<file path="src/hw/rtl/background_motion_gate_assert.svh">
`ifndef BACKGROUND_MOTION_GATE_ASSERT_SVH
`define BACKGROUND_MOTION_GATE_ASSERT_SVH

// same-cycle implication, sampled on clk, off during rst
`define BMG_ASSERT_NOW(lbl, ante, cons, msg) \
  lbl: assert property (@(posedge clk) disable iff (rst) (ante) |-> (cons)) else $error(msg);

// next-cycle implication, sampled on clk, off during rst
`define BMG_ASSERT_NEXT(lbl, ante, cons, msg) \
  lbl: assert property (@(posedge clk) disable iff (rst) (ante) |=> (cons)) else $error(msg);

`endif

</file>
<file path="src/hw/rtl/bmg_pkg.sv">
package bmg_pkg;

  localparam int MAX_PIXELS = 32768;
  localparam int ADDR_W     = $clog2(MAX_PIXELS);
  localparam int POS_W      = ADDR_W + 1;
  localparam int BG_W       = 16;
  localparam int CNT_W      = 16;
  localparam int TIME_W     = 32;

  localparam int QUEUE_DEPTH = 4;
  localparam int QUEUE_AW    = $clog2(QUEUE_DEPTH);

  localparam int CFG_IDX_W  = 3;
  localparam int CFG_DATA_W = 32;
  localparam int S_TDATA_W  = 56;
  localparam int M_TDATA_W  = 40;

  localparam logic [CFG_IDX_W-1:0] CFG_GATE_ENABLE  = 3'd0;
  localparam logic [CFG_IDX_W-1:0] CFG_COLOR_MODE   = 3'd1;
  localparam logic [CFG_IDX_W-1:0] CFG_DIFF_THR     = 3'd2;
  localparam logic [CFG_IDX_W-1:0] CFG_MIN_CHANGED  = 3'd3;
  localparam logic [CFG_IDX_W-1:0] CFG_ALPHA_Q16    = 3'd4;
  localparam logic [CFG_IDX_W-1:0] CFG_KEEPALIVE_MS = 3'd5;

  localparam logic [1:0] DEC_PASS   = 2'd0;
  localparam logic [1:0] DEC_KEEP   = 2'd1;
  localparam logic [1:0] DEC_MOTION = 2'd2;
  localparam logic [1:0] DEC_SKIP   = 2'd3;

  localparam logic [7:0]        THR_DEFAULT       = 8'd25;
  localparam logic [CNT_W-1:0]  MIN_DEFAULT       = 16'd50;
  localparam logic [16:0]       ALPHA_DEFAULT     = 17'd3277;
  localparam logic [16:0]       ALPHA_MAX         = 17'd65536;
  localparam logic [TIME_W-1:0] KEEPALIVE_DEFAULT = 32'd1000;

  typedef struct packed {
    logic              gate_enable;
    logic              color_mode;
    logic [7:0]        diff_threshold;
    logic [CNT_W-1:0]  min_changed;
    logic [16:0]       alpha_q16;
    logic [TIME_W-1:0] keepalive_ms;
  } cfg_t;

  // one entry per frame end, handed from the pixel path to the decision side
  typedef struct packed {
    logic              enabled;
    logic              seeding;
    logic [CNT_W-1:0]  tally;
    logic [TIME_W-1:0] time_ms;
  } frame_evt_t;

endpackage

</file>
<file path="src/hw/rtl/bmg_queue.sv">
module bmg_queue (
  input  logic                    clk,
  input  logic                    rst,
  input  logic                    push,
  input  bmg_pkg::frame_evt_t     push_evt,
  input  logic                    pop,
  output bmg_pkg::frame_evt_t     head,
  output logic                    empty,
  output logic [bmg_pkg::QUEUE_AW:0] level
);

  bmg_pkg::frame_evt_t entries [bmg_pkg::QUEUE_DEPTH];
  logic [bmg_pkg::QUEUE_AW-1:0] wr_ptr;
  logic [bmg_pkg::QUEUE_AW-1:0] rd_ptr;
  logic [bmg_pkg::QUEUE_AW:0]   count;

  assign head  = entries[rd_ptr];
  assign empty = (count == '0);
  assign level = count;

  always_ff @(posedge clk) begin
    if (push) begin
      entries[wr_ptr] <= push_evt;
    end
  end

  always_ff @(posedge clk) begin
    if (rst) begin
      wr_ptr <= '0;
      rd_ptr <= '0;
      count  <= '0;
    end else begin
      if (push) begin
        wr_ptr <= wr_ptr + 1'b1;
      end
      if (pop) begin
        rd_ptr <= rd_ptr + 1'b1;
      end
      case ({push, pop})
        2'b10:   count <= count + 1'b1;
        2'b01:   count <= count - 1'b1;
        default: count <= count;
      endcase
    end
  end

endmodule

</file>
<file path="config.mk">
export PLATFORM = sky130hd
export DESIGN_NAME = bmg_queue
export DESIGN_NICKNAME = d
export VERILOG_FILES = /design/src/hw/rtl/background_motion_gate_assert.svh /design/src/hw/rtl/bmg_pkg.sv /design/src/hw/rtl/bmg_queue.sv
export SDC_FILE = /design/constraint.sdc
export NUM_CORES = 1
export LEC_CHECK = 0
export BUFFER_PORTS_ARGS = -buffer_cell sky130_fd_sc_hd__buf_2
export CORE_MARGIN = 2
export CORE_UTILIZATION = 58
export CTS_BUF_LIST = sky130_fd_sc_hd__clkbuf_4 sky130_fd_sc_hd__clkbuf_8
export DETAILED_ROUTE_END_ITERATION = 12
export PLACE_DENSITY_LB_ADDON = 0.3
export SLEW_MARGIN = 10
export SYNTH_ARGS = -nofsm -noshare
export SYNTH_HDL_FRONTEND = slang
export SYNTH_SLANG_ARGS = --single-unit
</file>
<file path="constraint.sdc">
create_clock -name clk -period 2.6 [get_ports clk]
set_input_delay 0.39 -clock clk [delete_from_list [all_inputs] [get_ports clk]]
set_output_delay 0.39 -clock clk [all_outputs]
set_load 0.01 [all_outputs]
</file>
### After elaboration in Yosys (flattened, before gate mapping)

Memories as Yosys holds them, arrays and structs flattened. A register that Yosys moved wholly into a read port is not among the register bits.
Index checks and enable logic that the tools add are counted.

* add/subtract/negate cells: 4
* eq/ne operators: 2
* multiplexer cells: 5
* reduce and logical (&&, ||, !) cells: 2

Operator list (number)
* $pmux W3 S2: 1
* $add A2 B1 Y2 const B: 2
* $mux W2: 2
* $add A3 B1 Y3 const B: 1
* $logic_not A3 Y1: 1
* $sub A3 B1 Y3 const B: 1
* $eq A2 B1 Y1 const B: 1
* $eq A2 B2 Y1 const B: 1
* $mux W1: 2
* $reduce_bool A2 Y1: 1

* register bits: 7
* memory bits (writable): 200
* input port bits: 54
* output and inout port bits: 54
* logic and storage cells: 17
* memories kept: 1

Memory list
* entries: words 4, width 50, read ports 1, clocked after Yosys merged registers in 1, wr ports 1, line bmg_queue.sv:12 `bmg_pkg::frame_evt_t entries [bmg_pkg::QUEUE_DEPTH];`

### Longest topological paths before layout

* word-level depth: 3
* mapped depth: 7

### Worst setup path after synthesis

No wires, ideal clock.

* path type: reg-to-reg
* from: reg wr_ptr[0] (netlist name)
* to: mem entries[2][0] (netlist name) (enable)
* setup time: 0.413 ns
* data arrival time: 1.734 ns
* path slack: 0.453 ns
* stages on the path, launching flop included: 4
* buffers on the path: 0
* cells stage by stage: dfxtp_1 inv_1 ha_1 and2_1

RTL lines
* start: declaration: line bmg_queue.sv:13 `logic [bmg_pkg::QUEUE_AW-1:0] wr_ptr;`
* start signal: assignment: line bmg_queue.sv:34 `wr_ptr <= wr_ptr + 1'b1;`
* end: declaration: line bmg_queue.sv:12

No word-level cell before the write port.

==> results.md <==
* Worst-skew pair later-pin latency at 0.48 ns
* Final hold violation count at 0
* Crit Path Category: reg -> out
* CP Capture Type: output port
* CP Data Required Time at 2.21 ns
* Fin crit period at 2.36 ns
* Final Hold Slack at 0.123 ns
* Fmax achieved at 0.424 GHz
* Synth area leaders: edfxtp_1 (78%), mux4_2 (15%), dfxtp_1 (2.3%)
* Die Y at 119 um
* Clk network pwr share at 36.4%
* Clock Skew at 0.00846 ns
* CP max FO at 19
* Initial drt markers at 238
* CP startpoint kind: register
* First-pass GRT wire length at 19.9 mm
* Worst path bufs/invs at 2
* Sw power at 0.00156 W
* Area grow syn2layout at 18.4%
* Number of global-route vias before repair at 3,810
* Commonest cells post-synth: edfxtp_1 (200), mux4_2 (50), dfxtp_1 (9), nor2_1 (8), inv_1 (6)
* Max-slew violation count at 0
* H-tree depth at 2
* Dominant synthesized flop cell: edfxtp_1
* Slowest CP cell: mux4_2
* Status: finished, final reports clean
* Pwr Total at 0.00726 W
* Floorplan core area at 0.0131 sq mm
* Sw Ratio at 21.4%
* Post-synth EDFFs at 200
* Final WS setup at 0.240 ns
* DRC Markers at 0
* Initial Utilization at 58.8%
* Clock Path Buffers at 3
* Arrival time at the worst endpoint at 1.97 ns
* Chip width at 119 um
* Top cell type's share of synthesized area at 78.0%
* Crit-path max cell delay at 0.54 ns
* Layout cell share with drive strength beyond 1 at 47.9%
* Maximum vdd ir drop at 0.445 mV
* Comb power frac at 9.7%
* Pin count of the biggest net entering global routing at 30
* Post-synthesis cell count at 308
* Worst path top cell family by delay: multiplexers
* IO Port Bufs at 107
* TritonCTS clock tree: built
* Total I/O pin count at 108
* Antenna-violating nets left at 0
* CTS sink count at 209
* Grt total ovfl at 0
* Sequential-to-total area share from yosys stat at 80.3%
* CTS resizes at 0
* Tot GR Track Use at 18.8%
* Leakage at 3.16 nW
* ANT cells at 0
* Unrepaired setup endpoints after global routing: no
* Die area at 0.0142 sq mm
* Final setup violation count at 0
* Multi-input gate area at 0.00135 sq mm
* GPL Wtd Cong at 0.720
* WL/cell at 19.3 um
* Relative max-transition margin at 63.5%
* Synth cell types at 21
* Worst slack, placed at 0.698 ns
* Post-CTS Setup Bufs at 0
* Syn. warnings at 0
* Reg area at 0.00619 sq mm
* Net Count, Synth at 368
* Root Buffer: clkbuf_8
* Drt pass-1 iters at 4
* Synth Area per Inst at 25.0 sq um
* Power share of the sequential group at 53.9%
* Final period util at 90.8%
* Routed WL at 12.6 mm
* Via count at 3,540
* Seq cells post-synth at 209
* Clock slew at reported path FFs at 0.06 ns
* Hold Path Class: in -> reg
* Antenna violations before repair at 1
* Post-DP HPWL at 7.85 mm
* Worst slew pin tran at 0.548 ns
* Post-synth ARST share at 0%
* Mapped cell area at 0.00770 sq mm
* Max-cap violations at 0
* PwrDens at 797 mW/mm^2
* Vias/cell at 5.43
* Final core occ at 69.7%
* Largest area contributor in the netlist: edfxtp_1
* Cell Int Power at 0.00571 W
* Num rows at 42
* Hold_buf cts at 0
* Final #Nets at 511
* Most frequent cell after synthesis: edfxtp_1
* Final TNS setup at 0 ns
* Filler cells at 803
* Worst path cell trace: buf_12 > mux4_2 > buf_2
* TritonCTS Buffers at 34
-- layer usage --
layer | track usage [%] | vias to the layer above | wire length [um]
li1 | - | 1582 | -
met1 | 25.4 | 1828 | 5190
met2 | 30.2 | 112 | 6350
met3 | 5.03 | 16 | 819
met4 | 6.32 | 2 | 181
met5 | 0 | - | 13
-- through the flow --
stage               instances  cell area (sq um)
finish                    652               9110
global route              652               9110
CTS                       652               9110
detailed placement        591               8460
global placement          591               8460
floorplan                 308               7700
-- area by class of cell --
type | instances | share of cell area (%)
clock inverter | 11 | 0.481
inverter | 6 | 0.247
clock buffer | 50 | 6.73
tap | 176 | 2.42
sequential | 209 | 67.9
timing repair buffer | 120 | 7.36
multi-input combinational | 80 | 14.8
-- registers in the layout, summed over array words and instances (netlist names), named ones only --
register  count
rd_ptr        2
wr_ptr        2
level         3
entries     200
-- logic make-up after synthesis --
kind of cell	share of synthesized area, %
AOI/OAI and AO/OA	0.195
xor gates and xnor gates	0.569
adders and majority gates	1.07
buffers and inverters	2.16
DFF	80.3
muxes	14.8
and+or+nand+nor	0.910
-- power groups by stage --
| stage | Combinational (W) | Clock [W] | Sequential [W] |
|---|---|---|---|
| 2_1_floorplan | 0.000460 | 0 | 0.00397 |
| 3_3_place_gp | 0.000704 | 0 | 0.00398 |
| 3_5_place_dp | 0.000717 | 0 | 0.00399 |
| 4_1_cts | 0.000720 | 0.00272 | 0.00392 |
| 5_1_grt | 0.000763 | 0.00287 | 0.00393 |
| 6_report | 0.000704 | 0.00264 | 0.00392 |
-- path summary, 6_finish.rpt --
path,slack (ns),to,cells after the start,start
min reg2reg,0.50,level[2],2,level[2]
max,0.24,head[10],3,register
min,0.12,entries[3][9],1,push_evt[9]
max reg2reg,0.95,entries[2][17],4,wr_ptr[0]
-- cells in the final DEF, fill, tap and decap left out --
master	instances
nor2_1	8
and2_2	4
nor3_1	1
a21oi_1	2
dfxtp_2	1
dfxtp_4	1
mux2i_1	1
edfxtp_1	200
xnor2_1	2
xor2_1	3
buf_4	10
fa_1	1
ha_1	5
clkbuf_8	38
clkinv_2	2
clkinv_1	9
buf_12	3
dfxtp_1	7
inv_1	6
mux4_2	50
o21ai_0	1
or3_1	1
buf_2	107
clkbuf_4	12
nand2_1	1
(Power assumes the default switching activity.)
