$ cat config.mk
export PLATFORM = sky130hd
export DESIGN_NAME = bmg_back
export DESIGN_NICKNAME = d
export VERILOG_FILES = /design/src/hw/rtl/background_motion_gate_assert.svh /design/src/hw/rtl/bmg_pkg.sv /design/src/hw/rtl/bmg_back.sv
export SDC_FILE = /design/constraint.sdc
export NUM_CORES = 1
export LEC_CHECK = 0
export ABC_AREA = 1
export BUFFER_PORTS_ARGS = -buffer_cell sky130_fd_sc_hd__buf_4
export CAP_MARGIN = 10
export CORE_ASPECT_RATIO = 0.7
export CORE_MARGIN = 5
export CORE_UTILIZATION = 44
export DETAILED_ROUTE_END_ITERATION = 7
export PLACE_DENSITY = 0.67
export RECOVER_POWER = 25
export SLEW_MARGIN = 10
export SYNTH_ARGS = -nofsm -noshare
export SYNTH_HDL_FRONTEND = slang
export SYNTH_SLANG_ARGS = --single-unit
$ cat constraint.sdc
create_clock -name clk -period 4.5 [get_ports clk]
set_input_delay 0.9 -clock clk [delete_from_list [all_inputs] [get_ports clk]]
set_output_delay 0.9 -clock clk [all_outputs]
set_load 0.03 [all_outputs]
$ cat src/hw/rtl/background_motion_gate_assert.svh
`ifndef BACKGROUND_MOTION_GATE_ASSERT_SVH
`define BACKGROUND_MOTION_GATE_ASSERT_SVH

// same-cycle implication, sampled on clk, off during rst
`define BMG_ASSERT_NOW(lbl, ante, cons, msg) \
  lbl: assert property (@(posedge clk) disable iff (rst) (ante) |-> (cons)) else $error(msg);

// next-cycle implication, sampled on clk, off during rst
`define BMG_ASSERT_NEXT(lbl, ante, cons, msg) \
  lbl: assert property (@(posedge clk) disable iff (rst) (ante) |=> (cons)) else $error(msg);

`endif

$ cat src/hw/rtl/bmg_pkg.sv
package bmg_pkg;

  localparam int MAX_PIXELS = 32768;
  localparam int ADDR_W     = $clog2(MAX_PIXELS);
  localparam int POS_W      = ADDR_W + 1;
  localparam int BG_W       = 16;
  localparam int CNT_W      = 16;
  localparam int TIME_W     = 32;

  localparam int QUEUE_DEPTH = 4;
  localparam int QUEUE_AW    = $clog2(QUEUE_DEPTH);

  localparam int CFG_IDX_W  = 3;
  localparam int CFG_DATA_W = 32;
  localparam int S_TDATA_W  = 56;
  localparam int M_TDATA_W  = 40;

  localparam logic [CFG_IDX_W-1:0] CFG_GATE_ENABLE  = 3'd0;
  localparam logic [CFG_IDX_W-1:0] CFG_COLOR_MODE   = 3'd1;
  localparam logic [CFG_IDX_W-1:0] CFG_DIFF_THR     = 3'd2;
  localparam logic [CFG_IDX_W-1:0] CFG_MIN_CHANGED  = 3'd3;
  localparam logic [CFG_IDX_W-1:0] CFG_ALPHA_Q16    = 3'd4;
  localparam logic [CFG_IDX_W-1:0] CFG_KEEPALIVE_MS = 3'd5;

  localparam logic [1:0] DEC_PASS   = 2'd0;
  localparam logic [1:0] DEC_KEEP   = 2'd1;
  localparam logic [1:0] DEC_MOTION = 2'd2;
  localparam logic [1:0] DEC_SKIP   = 2'd3;

  localparam logic [7:0]        THR_DEFAULT       = 8'd25;
  localparam logic [CNT_W-1:0]  MIN_DEFAULT       = 16'd50;
  localparam logic [16:0]       ALPHA_DEFAULT     = 17'd3277;
  localparam logic [16:0]       ALPHA_MAX         = 17'd65536;
  localparam logic [TIME_W-1:0] KEEPALIVE_DEFAULT = 32'd1000;

  typedef struct packed {
    logic              gate_enable;
    logic              color_mode;
    logic [7:0]        diff_threshold;
    logic [CNT_W-1:0]  min_changed;
    logic [16:0]       alpha_q16;
    logic [TIME_W-1:0] keepalive_ms;
  } cfg_t;

  // one entry per frame end, handed from the pixel path to the decision side
  typedef struct packed {
    logic              enabled;
    logic              seeding;
    logic [CNT_W-1:0]  tally;
    logic [TIME_W-1:0] time_ms;
  } frame_evt_t;

endpackage

$ cat src/hw/rtl/bmg_back.sv
module bmg_back (
  input  logic                          clk,
  input  logic                          rst,
  input  bmg_pkg::cfg_t                 cfg,
  input  logic                          clr,
  input  bmg_pkg::frame_evt_t           head,
  input  logic                          empty,
  output logic                          pop,
  output logic                          m_tvalid,
  input  logic                          m_tready,
  output logic [bmg_pkg::M_TDATA_W-1:0] m_tdata
);

  logic [bmg_pkg::TIME_W-1:0] last_pass;
  logic [bmg_pkg::CNT_W-1:0]  peak;
  logic [1:0]                 out_dec;
  logic [bmg_pkg::CNT_W-1:0]  out_count;
  logic [bmg_pkg::CNT_W-1:0]  out_peak;

  logic [1:0]                 dec_next;
  logic [bmg_pkg::CNT_W-1:0]  count_next;
  logic [bmg_pkg::CNT_W-1:0]  peak_next;
  logic                       take_time;
  logic [bmg_pkg::TIME_W-1:0] elapsed;

  assign pop     = !empty && (!m_tvalid || m_tready);
  assign elapsed = head.time_ms - last_pass;

  always_comb begin
    dec_next   = bmg_pkg::DEC_SKIP;
    count_next = '0;
    peak_next  = peak;
    take_time  = 1'b0;
    if (!head.enabled) begin
      dec_next = bmg_pkg::DEC_PASS;
    end else if (head.seeding) begin
      dec_next  = bmg_pkg::DEC_KEEP;
      take_time = 1'b1;
    end else begin
      count_next = head.tally;
      if (head.tally > peak) begin
        peak_next = head.tally;
      end
      if (head.tally >= cfg.min_changed) begin
        dec_next  = bmg_pkg::DEC_MOTION;
        take_time = 1'b1;
      end else if ((last_pass == '0) || (elapsed >= cfg.keepalive_ms)) begin
        dec_next  = bmg_pkg::DEC_KEEP;
        take_time = 1'b1;
      end
    end
  end

  always_ff @(posedge clk) begin
    if (rst) begin
      m_tvalid  <= 1'b0;
      peak      <= '0;
      last_pass <= '0;
    end else begin
      if (pop) begin
        m_tvalid <= 1'b1;
        peak     <= peak_next;
      end else if (m_tready) begin
        m_tvalid <= 1'b0;
      end
      if (clr) begin
        last_pass <= '0;
      end else if (pop && take_time) begin
        last_pass <= head.time_ms;
      end
    end
  end

  always_ff @(posedge clk) begin
    if (pop) begin
      out_dec   <= dec_next;
      out_count <= count_next;
      out_peak  <= peak_next;
    end
  end

  assign m_tdata = {6'b000000, out_peak, out_count, out_dec};

endmodule

## Yosys cells after proc, flatten, opt, wreduce, memory -nomap -nowiden

Cells that the tools add are included.

| word-level totals | value |
|---|---|
| flip-flop bits (word level) | 83 |
| latch bits | 0 |
| memory bits (writable) | 0 |
| memory bits (read-only) | 0 |
| memories | 0 |

| cells by class | value |
|---|---|
| add/sub/neg operators | 1 |
| multiply operators | 0 |
| div/mod/pow operators | 0 |
| magnitude comparators | 3 |
| equality and inequality tests | 0 |
| shift-type cells | 0 |
| muxes and demuxes | 12 |
| bitwise operators | 1 |
| reduce and logical (&&, ||, !) cells | 10 |

Operator list:

| kind | number |
|---|---|
| 16-bit 2-to-1 mux | 3 |
| 32-bit greater-or-equal comparator | 1 |
| 32-bit zero test | 1 |
| 32-bit subtractor | 1 |
| 16-bit greater-or-equal comparator | 1 |
| 16-bit > comparator | 1 |
| 1-bit 2-to-1 mux | 7 |
| 2-bit 2-to-1 mux | 2 |
| 2-bit OR reduction | 2 |
| 1-bit logical AND | 2 |
| 1-bit zero test | 2 |
| 1-bit logical OR | 2 |
| 2-bit nonzero test | 1 |
| 1-bit inverter | 1 |

## Depth between registers and ports, before layout

Gate-level depths: netlist of run 1.

| logic depth | value |
|---|---|
| depth in word-level cells | 8 |
| depth in mapped cells | 29 |
| mapped depth without buffers | 28 |

## Least setup slack after synthesis of run 1

Ideal clock, no wire load.

| path | value |
|---|---|
| path type | input-to-reg |
| start point | input port head[0] (netlist name) |
| end point | register last_pass[10] (netlist name) |
| library setup time | 115 ps |
| arrival time | 3723 ps |
| required time | 4385 ps |
| path slack | 661 ps |
| stages on the path | 26 |
| path buffers | 1 |
| path through | inv_1 ha_1 inv_1 fa_1 nand3_1 nand2_1 a21oi_1 inv_1 a21oi_1 inv_1 nand3_1 nand2_1 nand2_1 nand2_1 ha_1 nand2_1 nor2_1 nand2_1 nand2_1 inv_1 nand3_1 nor2_1 nand3_4 buf_4 a21oi_1 nor2_1 |

| on the way | value |
|---|---|
| longest elaborated chain between the ends | 8 |

Ends and longest elaborated chain:

| item | RTL line | source |
|---|---|---|
| from (decl) | bmg_back.sv:6 | `input bmg_pkg::frame_evt_t head,` |
| 32-bit subtractor | bmg_back.sv:27 | `assign elapsed = head.time_ms - last_pass;` |
| 32-bit greater-or-equal comparator | bmg_back.sv:47 | `end else if ((last_pass == '0) \|\| (elapsed >= cfg.keepalive_ms)) begin` |
| 1-bit logical OR | bmg_back.sv:47 |  |
| 1-bit 2-to-1 mux | bmg_back.sv:47 |  |
| 1-bit 2-to-1 mux | bmg_back.sv:44 | `if (head.tally >= cfg.min_changed) begin` |
| 1-bit 2-to-1 mux | bmg_back.sv:36 | `end else if (head.seeding) begin` |
| 1-bit 2-to-1 mux | bmg_back.sv:34 | `if (!head.enabled) begin` |
| 1-bit logical AND | bmg_back.sv:68 | `end else if (pop && take_time) begin` |
| to (signal assigned) | bmg_back.sv:69 | `last_pass <= head.time_ms;` |
| to (decl) | bmg_back.sv:14 | `logic [bmg_pkg::TIME_W-1:0] last_pass;` |

No other way between the ends.
A chain may end at the register's enable or synchronous reset.

## Worst setup path in the final report of run 1

| path | value |
|---|---|
| start point | input port head[0] (netlist name) |
| end point | register last_pass[11] (netlist name) |

Same word-level chain as after synthesis.

==> flow_summary.json, run 1 <==
{
  "grt_antenna_before_repair": 0,
  "die_w_um": 164.4,
  "slowest_stage": "fa_1",
  "clockBufferDepth": 2,
  "worstMarginPinSlew_ns": 1.431,
  "yosysMostFrequentCell": "inv_1",
  "p_per_area_mw_per_mm2": 284.7,
  "ys.flop_type": "dfxtp_1",
  "synth_seq_cells": 83,
  "synthAdderAreaFrac_pct": 16.46,
  "drv_slew": 0,
  "synth-simple-area-share_pct": 26.99,
  "grt_start_max_net_pins": 65,
  "end_kind": "flop",
  "setup_viol": 0,
  "synth_top_family_by_area": "simple AND/OR/NAND/NOR gates",
  "max_freq_mhz": 243.9,
  "cts_setup_buffers": 0,
  "peakVddDrop_uv": 216.4,
  "nNetsFinal": 1444,
  "synthesis.area_mm2": 0.007342,
  "dieArea_mm2": 0.01941,
  "worstPathMaxFanout": 32,
  "synth_edf_count": 34,
  "die_h_um": 118.1,
  "drive_gt1_share_pct": 16.03,
  "ant_nets": 0,
  "path_common_cell": "nand2_1",
  "relSlewSlack_pct": 4.618,
  "syn_avg_cell_area_um2": 6.811,
  "dp_hpwl_um": 15710,
  "hold_class": "flop to flop",
  "tns_ns": 0,
  "r2r_end": "last_pass[20]",
  "clock_sinks": 83,
  "grt_pass1_vias": 6258,
  "place_congestion": 0.9619,
  "muxShareOfSynthArea_pct": 0,
  "grt_first_pass_wirelength_um": 30920,
  "wl_per_cell_um": 13.52,
  "start_kind": "primary input",
  "final.setup_skew_ns": 0.009686,
  "synth-compound-area-share_pct": 12.00,
  "viasPerCell": 4.854,
  "initial_core_util_pct": 44.91,
  "hp-start": "m_tvalid",
  "antennaDiodeCount": 0,
  "core_region_area_mm2": 0.01635,
  "h-tree-depth": 3,
  "fin_ws_ns": 0.4005,
  "required_ns": 4.72,
  "path_clk_slew_ns": 0.06,
  "cts-root-buf": "clkbuf_16",
  "fp-row-count": 39,
  "hold_buffers": 0,
  "grt.overflow.total": 0,
  "drtPass1Iterations": 6,
  "synth_top_cell_by_area": "ha_1",
  "yosysSeqAreaShare_pct": 27.27,
  "cts_resized": 0,
  "synth_top_cell_area_share_pct": 16.19,
  "track_usage_pct": 19.48,
  "cp_data_arrival_time_ns": 4.32,
  "drcViolationCount": 0,
  "finalWirelength_um": 19580,
  "ff2ff_setup_slack_ns": 0.71,
  "p_leak_nw": 4.617,
  "min_delay_worst_endpoint": "m_tvalid",
  "place_ws_ns": 0.009744,
  "critical_path.max_stage_delay_ns": 0.40,
  "drv_cap": 0,
  "netlist_instances": 1078,
  "whs_path_depth": 2,
  "drtIter0Drc": 491,
  "cts_made_buffers": 9,
  "reg2reg_depth": 20,
  "min_period_ns": 4.099,
  "synth_commonest_cells": "inv_1, nand2_1, nor2_1",
  "num_vias": 7028,
  "fin_crit_sh_pct": 91.10,
  "synth-xor-area-share_pct": 3.102,
  "synthArstFlopShare_pct": 0,
  "path_class": "primary input to flop",
  "io_pins": 172,
  "synth.distinct_cells": 40,
  "r2r_start": "last_pass[17]",
  "ys_warn_count": 0,
  "grt_setup_unrepaired": "no",
  "synth_area_leaders": "ha_1, edfxtp_1, dfxtp_1",
  "cts_tree": "done",
  "port-buffer-count": 138,
  "hold_violations": 0,
  "worstSkewPairLatency_ns": 0.33,
  "area_delta_synth_final_pct": 21.95,
  "run_status": "complete, no violations"
}
-- worst max-delay path by stage --
stage,start,endpoint,slack (ns)
2_1_floorplan,head[0],last_pass[10],0.66
3_3_place_gp,head[0],last_pass[1],0.03
3_5_place_dp,head[0],last_pass[9],0.01
4_1_cts,head[0],last_pass[9],0.33
5_1_grt,head[0],last_pass[23],0.05
6_report,head[0],last_pass[11],0.40
-- cells in the final DEF, fill, tap and decap left out, drive strengths merged, types with 5 or more instances in the layout --
master,n
o21bai,6
ha,95
nor3,6
a21oi,113
xnor2,6
nand2,222
a21o,5
conb,6
nand4,14
xor2,20
edfxtp,34
buf,148
nor2,122
o21ai,27
clkbuf,15
nand3,90
inv,227
dfxtp,49
-- flip-flops by register name (all words and copies together) (netlist names) --
register / cells
peak: 16
m_tvalid: 1
out_peak: 16
last_pass: 32
out_count: 16
out_dec: 2
-- where the power goes --
part	switching (mW)	internal [mW]	total, mW
Clock	0.299	0.487	0.787
Sequential	0.0228	0.837	0.860
Combinational	0.549	0.353	0.902
Total	0.872	1.68	2.55
-- metal layers --
layer  up-vias  track usage [%]  routed length [um]
met3         7            4.445                1379
met1      3118            30.40               10210
met4         0            2.182                  79
met2       192            27.90                7906
li1       3711                -                   -
met5         -                0                   0
-- cell families after synthesis --
kind of cell,Yosys count
other,1
XOR/XNOR,26
buffers and inverters,256
AO/OA/AOI/OAI,159
adder cells (fa/ha/maj),96
flip-flops,83
AND/OR/NAND/NOR,457
-- area by class of cell --
cell class | instances | area (um2)
Clock buffer | 10 | 229.0
Clock inverter | 6 | 90.09
Fill cell | 1718 | 7393
Inverter | 227 | 852.1
Multi-Input combinational cell | 744 | 4324
Sequential cell | 83 | 2002
Tap cell | 225 | 281.5
Timing Repair Buffer | 153 | 1175
-- through the flow --
stage	cells	hold slack, ns	instance area [um2]	utilization, %	total power [mW]
after floorplan	1083	0.4741	7361	-	1.487
after global placement	1431	0.4912	8613	52.69	1.744
after detailed placement	1431	0.4987	8613	52.69	1.758
after CTS	1447	0.5146	8932	54.64	2.556
after global routing	1448	0.5193	8954	54.77	2.727
final	1448	0.4871	8954	54.77	2.549
-- worst max-delay path: cells and delay by family --
family	cells	cell delay, ns
compound gates	2	0.33
fa+ha+maj	3	0.80
buf+inv	7	0.69
simple gates	17	1.57
Power figures use the tool's default switching activity.
==> inputs of run 2 (changes only) <==
==> constraint.sdc (replaced) <==
create_clock -name clk -period 4.9 [get_ports clk]
set_input_delay 0.98 -clock clk [delete_from_list [all_inputs] [get_ports clk]]
set_output_delay 0.98 -clock clk [all_outputs]
set_load 0.03 [all_outputs]
==> flow_summary.json, run 2 (synthesized netlist as in run 1, its figures left out) <==
{
  "path_class": "primary input to flop",
  "critical_path.max_stage_delay_ns": 0.41,
  "path_clk_slew_ns": 0.06,
  "cts_resized": 0,
  "max_freq_mhz": 230.6,
  "final_cell_mix": "inv_1, nand2_1, buf_4, nor2_1, a21oi_1",
  "end_kind": "flop",
  "drtPass1Iterations": 5,
  "cts_made_buffers": 9,
  "final_common_cell": "inv_1",
  "hold_class": "flop to flop",
  "io_pins": 172,
  "cts-root-buf": "clkbuf_16",
  "die_h_um": 118.1,
  "violations": "capacitance limit, slew limit",
  "drv_slew": 24,
  "required_ns": 5.13,
  "final.setup_skew_ns": 0.007841,
  "fin_crit_sh_pct": 88.51,
  "grt_start_max_net_pins": 65,
  "core_region_area_mm2": 0.01635,
  "grt_setup_unrepaired": "no",
  "setup_viol": 0,
  "viasPerCell": 4.829,
  "power_frac_comb_pct": 35.1,
  "hold_buffers": 0,
  "largest_register": "last_pass",
  "relSlewSlack_pct": -47.85,
  "place_congestion": 0.9381,
  "dieArea_mm2": 0.01941,
  "cp_num_buf_inv": 6,
  "clock_sinks": 83,
  "grt_pass1_vias": 6283,
  "worstSkewPairLatency_ns": 0.33,
  "start_kind": "primary input",
  "path_common_cell": "nand2_1",
  "hold_violations": 0,
  "netSwitchingFraction_pct": 34.74,
  "num_vias": 6954,
  "tns_ns": 0,
  "initial_core_util_pct": 44.91,
  "drcViolationCount": 0,
  "fp-row-count": 39,
  "switchingPower_mw": 0.7897,
  "run_status": "complete, but fails checks",
  "cts_tree": "done",
  "critical-path-top-delay-family": "simple AND/OR/NAND/NOR gates",
  "cts_setup_buffers": 0,
  "p_leak_nw": 4.522,
  "largest_register_ffs": 32,
  "met2_usage_pct": 28.16,
  "grt_busiest_layer": "met1",
  "die_w_um": 164.4,
  "nNetsFinal": 1436,
  "grt_first_pass_wirelength_um": 31060,
  "peakVddDrop_uv": 171.0,
  "placed_area_mm2": 0.008561,
  "min_period_ns": 4.337,
  "fin_util_pct": 53.92,
  "wl_per_cell_um": 13.31,
  "grt_use_met3_pct": 4.095,
  "area_delta_synth_final_pct": 20.04,
  "drtIter0Drc": 442,
  "grt_use_met1_pct": 30.33,
  "clockBufferDepth": 2,
  "num-fill-cells": 1669,
  "p_clk_share_pct": 30.2,
  "h-tree-depth": 3,
  "grt_antenna_before_repair": 0,
  "grt.overflow.total": 0,
  "p_per_area_mw_per_mm2": 257.9,
  "sequentialPowerShare_pct": 34.7,
  "design_area_mm2": 0.008813,
  "track_usage_pct": 19.48,
  "ant_nets": 0,
  "cp_data_arrival_time_ns": 4.56,
  "antennaDiodeCount": 0,
  "port-buffer-count": 138,
  "dp_hpwl_um": 15570,
  "drive_gt1_share_pct": 14.73,
  "slowest_stage": "fa_1",
  "drv_cap": 1,
  "finalWirelength_um": 19170,
  "power.internal_mw": 1.484,
  "worstPathMaxFanout": 64,
  "worstMarginPinSlew_ns": 2.218
}
run 2: path summary, 6_finish.rpt:
kind                     start            end  cells after the start  slack [ns]
hold / removal        m_tvalid       m_tvalid                      2        0.48
hold reg to reg       m_tvalid       m_tvalid                      2        0.48
setup reg to reg  last_pass[0]  last_pass[29]                     24        1.01
setup / recovery       head[0]  last_pass[29]                     26        0.56
run 2: power groups by stage:
stage	Sequential, mW	Combinational (mW)	Clock, mW
finish	0.789	0.798	0.687
global route	0.793	0.902	0.737
global placement	0.803	0.790	0
detailed placement	0.804	0.800	0
floorplan	0.847	0.518	0
CTS	0.789	0.805	0.702
run 2: through the flow:
stage               hold slack (ns)  setup WS (ns)  total power [mW]  instances
floorplan                    0.4741         0.9815             1.365       1083
global placement             0.4935         0.3364             1.593       1424
detailed placement           0.4974         0.2541             1.604       1424
CTS                          0.5128         0.5856             2.297       1440
global route                 0.4991         0.1611             2.432       1440
finish                       0.4773         0.5631             2.273       1440
run 2: per-layer routing:
metal,wire length (um),up-vias
met1,9920,3088
met3,1249,9
met5,0,-
li1,-,3694
met4,121,0
met2,7874,163
run 2: worst reg2reg max path: cells and delay by family (launching register included):
kind / cells / cell delay, ns
AND/OR/NAND/NOR: 15 / 1.59
AO/OA/AOI/OAI: 2 / 0.45
buffers and inverters: 4 / 0.55
adder cells (fa/ha/maj): 3 / 0.85
flip-flops: 1 / 0.35
run 2: final cells by class:
type / instances / area, um2 / area share [%]
Multi-Input combinational cell: 744 / 4313 / 48.94
Sequential cell: 83 / 2002 / 22.71
Timing Repair Buffer: 145 / 1060 / 12.02
Inverter: 227 / 852.1 / 9.668
Tap cell: 225 / 281.5 / 3.194
Clock buffer: 11 / 242.7 / 2.754
Clock inverter: 5 / 62.56 / 0.7098
==> inputs of run 3 (changes only) <==
--- a/config.mk
+++ b/config.mk
@@ -14,6 +14,7 @@
 export DETAILED_ROUTE_END_ITERATION = 7
 export PLACE_DENSITY = 0.67
 export RECOVER_POWER = 25
+export REMOVE_ABC_BUFFERS = 1
 export SLEW_MARGIN = 10
 export SYNTH_ARGS = -nofsm -noshare
 export SYNTH_HDL_FRONTEND = slang
==> flow_summary.json, run 3 (synthesized netlist as in run 1, its figures left out) <==
{
  "clockBufferDepth": 2,
  "run_status": "complete, but fails checks",
  "grt_antenna_before_repair": 0,
  "viasPerCell": 4.867,
  "initial_core_util_pct": 44.91,
  "grt_pass1_vias": 6368,
  "h-tree-depth": 3,
  "start_kind": "primary input",
  "num_vias": 7014,
  "place_ws_ns": 0.3220,
  "max_freq_mhz": 235.1,
  "fp-row-count": 39,
  "antennaDiodeCount": 0,
  "relSlewSlack_pct": -28.11,
  "routed-wl-met2_um": 7573,
  "cts_tree": "done",
  "critical-path-top-delay-family": "simple AND/OR/NAND/NOR gates",
  "peakVddDrop_uv": 164.1,
  "finalWirelength_um": 19740,
  "hold_class": "flop to flop",
  "nNetsFinal": 1437,
  "met3_length_um": 1638,
  "port-buffer-count": 138,
  "p_total_mw": 2.265,
  "num-fill-cells": 1651,
  "largest_register_ffs": 32,
  "place_congestion": 0.9210,
  "io_pins": 172,
  "min_period_ns": 4.254,
  "slowest_stage": "fa_1",
  "critical_path.max_stage_delay_ns": 0.40,
  "required_ns": 5.14,
  "ant_nets": 0,
  "worstPathMaxFanout": 48,
  "tns_ns": 0,
  "fin_ws_ns": 0.6460,
  "drive_gt1_share_pct": 14.56,
  "grt_setup_unrepaired": "no",
  "final_common_cell": "inv_1",
  "dp_hpwl_um": 15770,
  "cp_num_buf_inv": 7,
  "cts_setup_buffers": 0,
  "cts_resized": 0,
  "worstMarginPinSlew_ns": 1.922,
  "area_delta_synth_final_pct": 19.65,
  "cp_data_arrival_time_ns": 4.50,
  "final.setup_skew_ns": 0.009173,
  "path_class": "primary input to flop",
  "cts-root-buf": "clkbuf_16",
  "end_kind": "flop",
  "core_region_area_mm2": 0.01635,
  "path_common_cell": "nand2_1",
  "grt_start_max_net_pins": 65,
  "drtIter0Drc": 559,
  "fin_crit_sh_pct": 86.82,
  "top_layer": "met4",
  "setup_viol": 0,
  "hold_violations": 0,
  "clock_sinks": 83,
  "drcViolationCount": 0,
  "final_cell_mix": "inv_1, nand2_1, buf_4, nor2_1, a21oi_1",
  "drv_cap": 1,
  "hold_buffers": 0,
  "p_leak_nw": 4.508,
  "grt_first_pass_wirelength_um": 32210,
  "drtPass1Iterations": 5,
  "wl_met1_um": 10350,
  "worstSkewPairLatency_ns": 0.36,
  "track_usage_pct": 20.60,
  "dieArea_mm2": 0.01941,
  "p_per_area_mw_per_mm2": 257.8,
  "dp.cells": 1425,
  "stdcell_count": 1441,
  "violations": "capacitance limit, slew limit",
  "die_w_um": 164.4,
  "drv_slew": 19,
  "wl_per_cell_um": 13.70,
  "path_clk_slew_ns": 0.07,
  "cts_made_buffers": 9,
  "ff2ff_setup_slack_ns": 1.02,
  "grt.overflow.total": 0,
  "die_h_um": 118.1,
  "largest_register": "last_pass"
}
## run 3: cell count changes in the layout (fill, tap and decap cells not counted)
cell,change
clkinv_4,-1
buf_4,-3
clkbuf_1,+3
inv_6,+3
inv_8,+1
clkinvlp_4,-1
bufinv_16,-1
clkbuf_8,-1
clkinv_2,+1
## run 3: layout make-up
class | instances | area, um2 | share of cell area (%)
Tap cell | 225 | 281.5 | 3.205
Inverter | 227 | 852.1 | 9.699
Clock inverter | 7 | 58.81 | 0.6694
Multi-Input combinational cell | 744 | 4313 | 49.10
Timing Repair Buffer | 146 | 1052 | 11.98
Sequential cell | 83 | 2002 | 22.79
Clock buffer | 9 | 225.2 | 2.564
## run 3: path summary, 6_finish.rpt
| path | start | cells after the start | endpoint |
|---|---|---|---|
| worst max-delay path | head[0] | 27 | last_pass[1] |
| worst min-delay path | m_tvalid | 2 | m_tvalid |
| worst max register to register | last_pass[2] | 24 | last_pass[1] |
| worst min register to register | m_tvalid | 2 | m_tvalid |
## run 3: per-layer routing
layer  track usage [%]  vias up
li1                  -     3691
met1             33.00     3100
met2             27.80      208
met3             4.410       15
met4             4.104        0
met5                 0        -
## run 3: stage by stage
stage	util (%)	cell area [um2]	hold WS, ns
finish	53.74	8785	0.4870
global route	53.74	8785	0.5016
CTS	54.15	8852	0.5135
detailed placement	52.41	8568	0.4963
global placement	52.41	8568	0.4902
floorplan	-	7176	0.4741
## run 3: report_power, final
group	total [mW]	switching, mW	internal, mW
combinational	0.805	0.501	0.304
clock	0.671	0.318	0.353
sequential	0.789	0.0213	0.768
total	2.26	0.840	1.42
## run 3: worst min-delay path, delay by kind of cell (launching register included)
kind,cells,cell delay (ns)
and+or+nand+nor,1,0.07
DFF,1,0.33
AOI/OAI and AO/OA,1,0.05
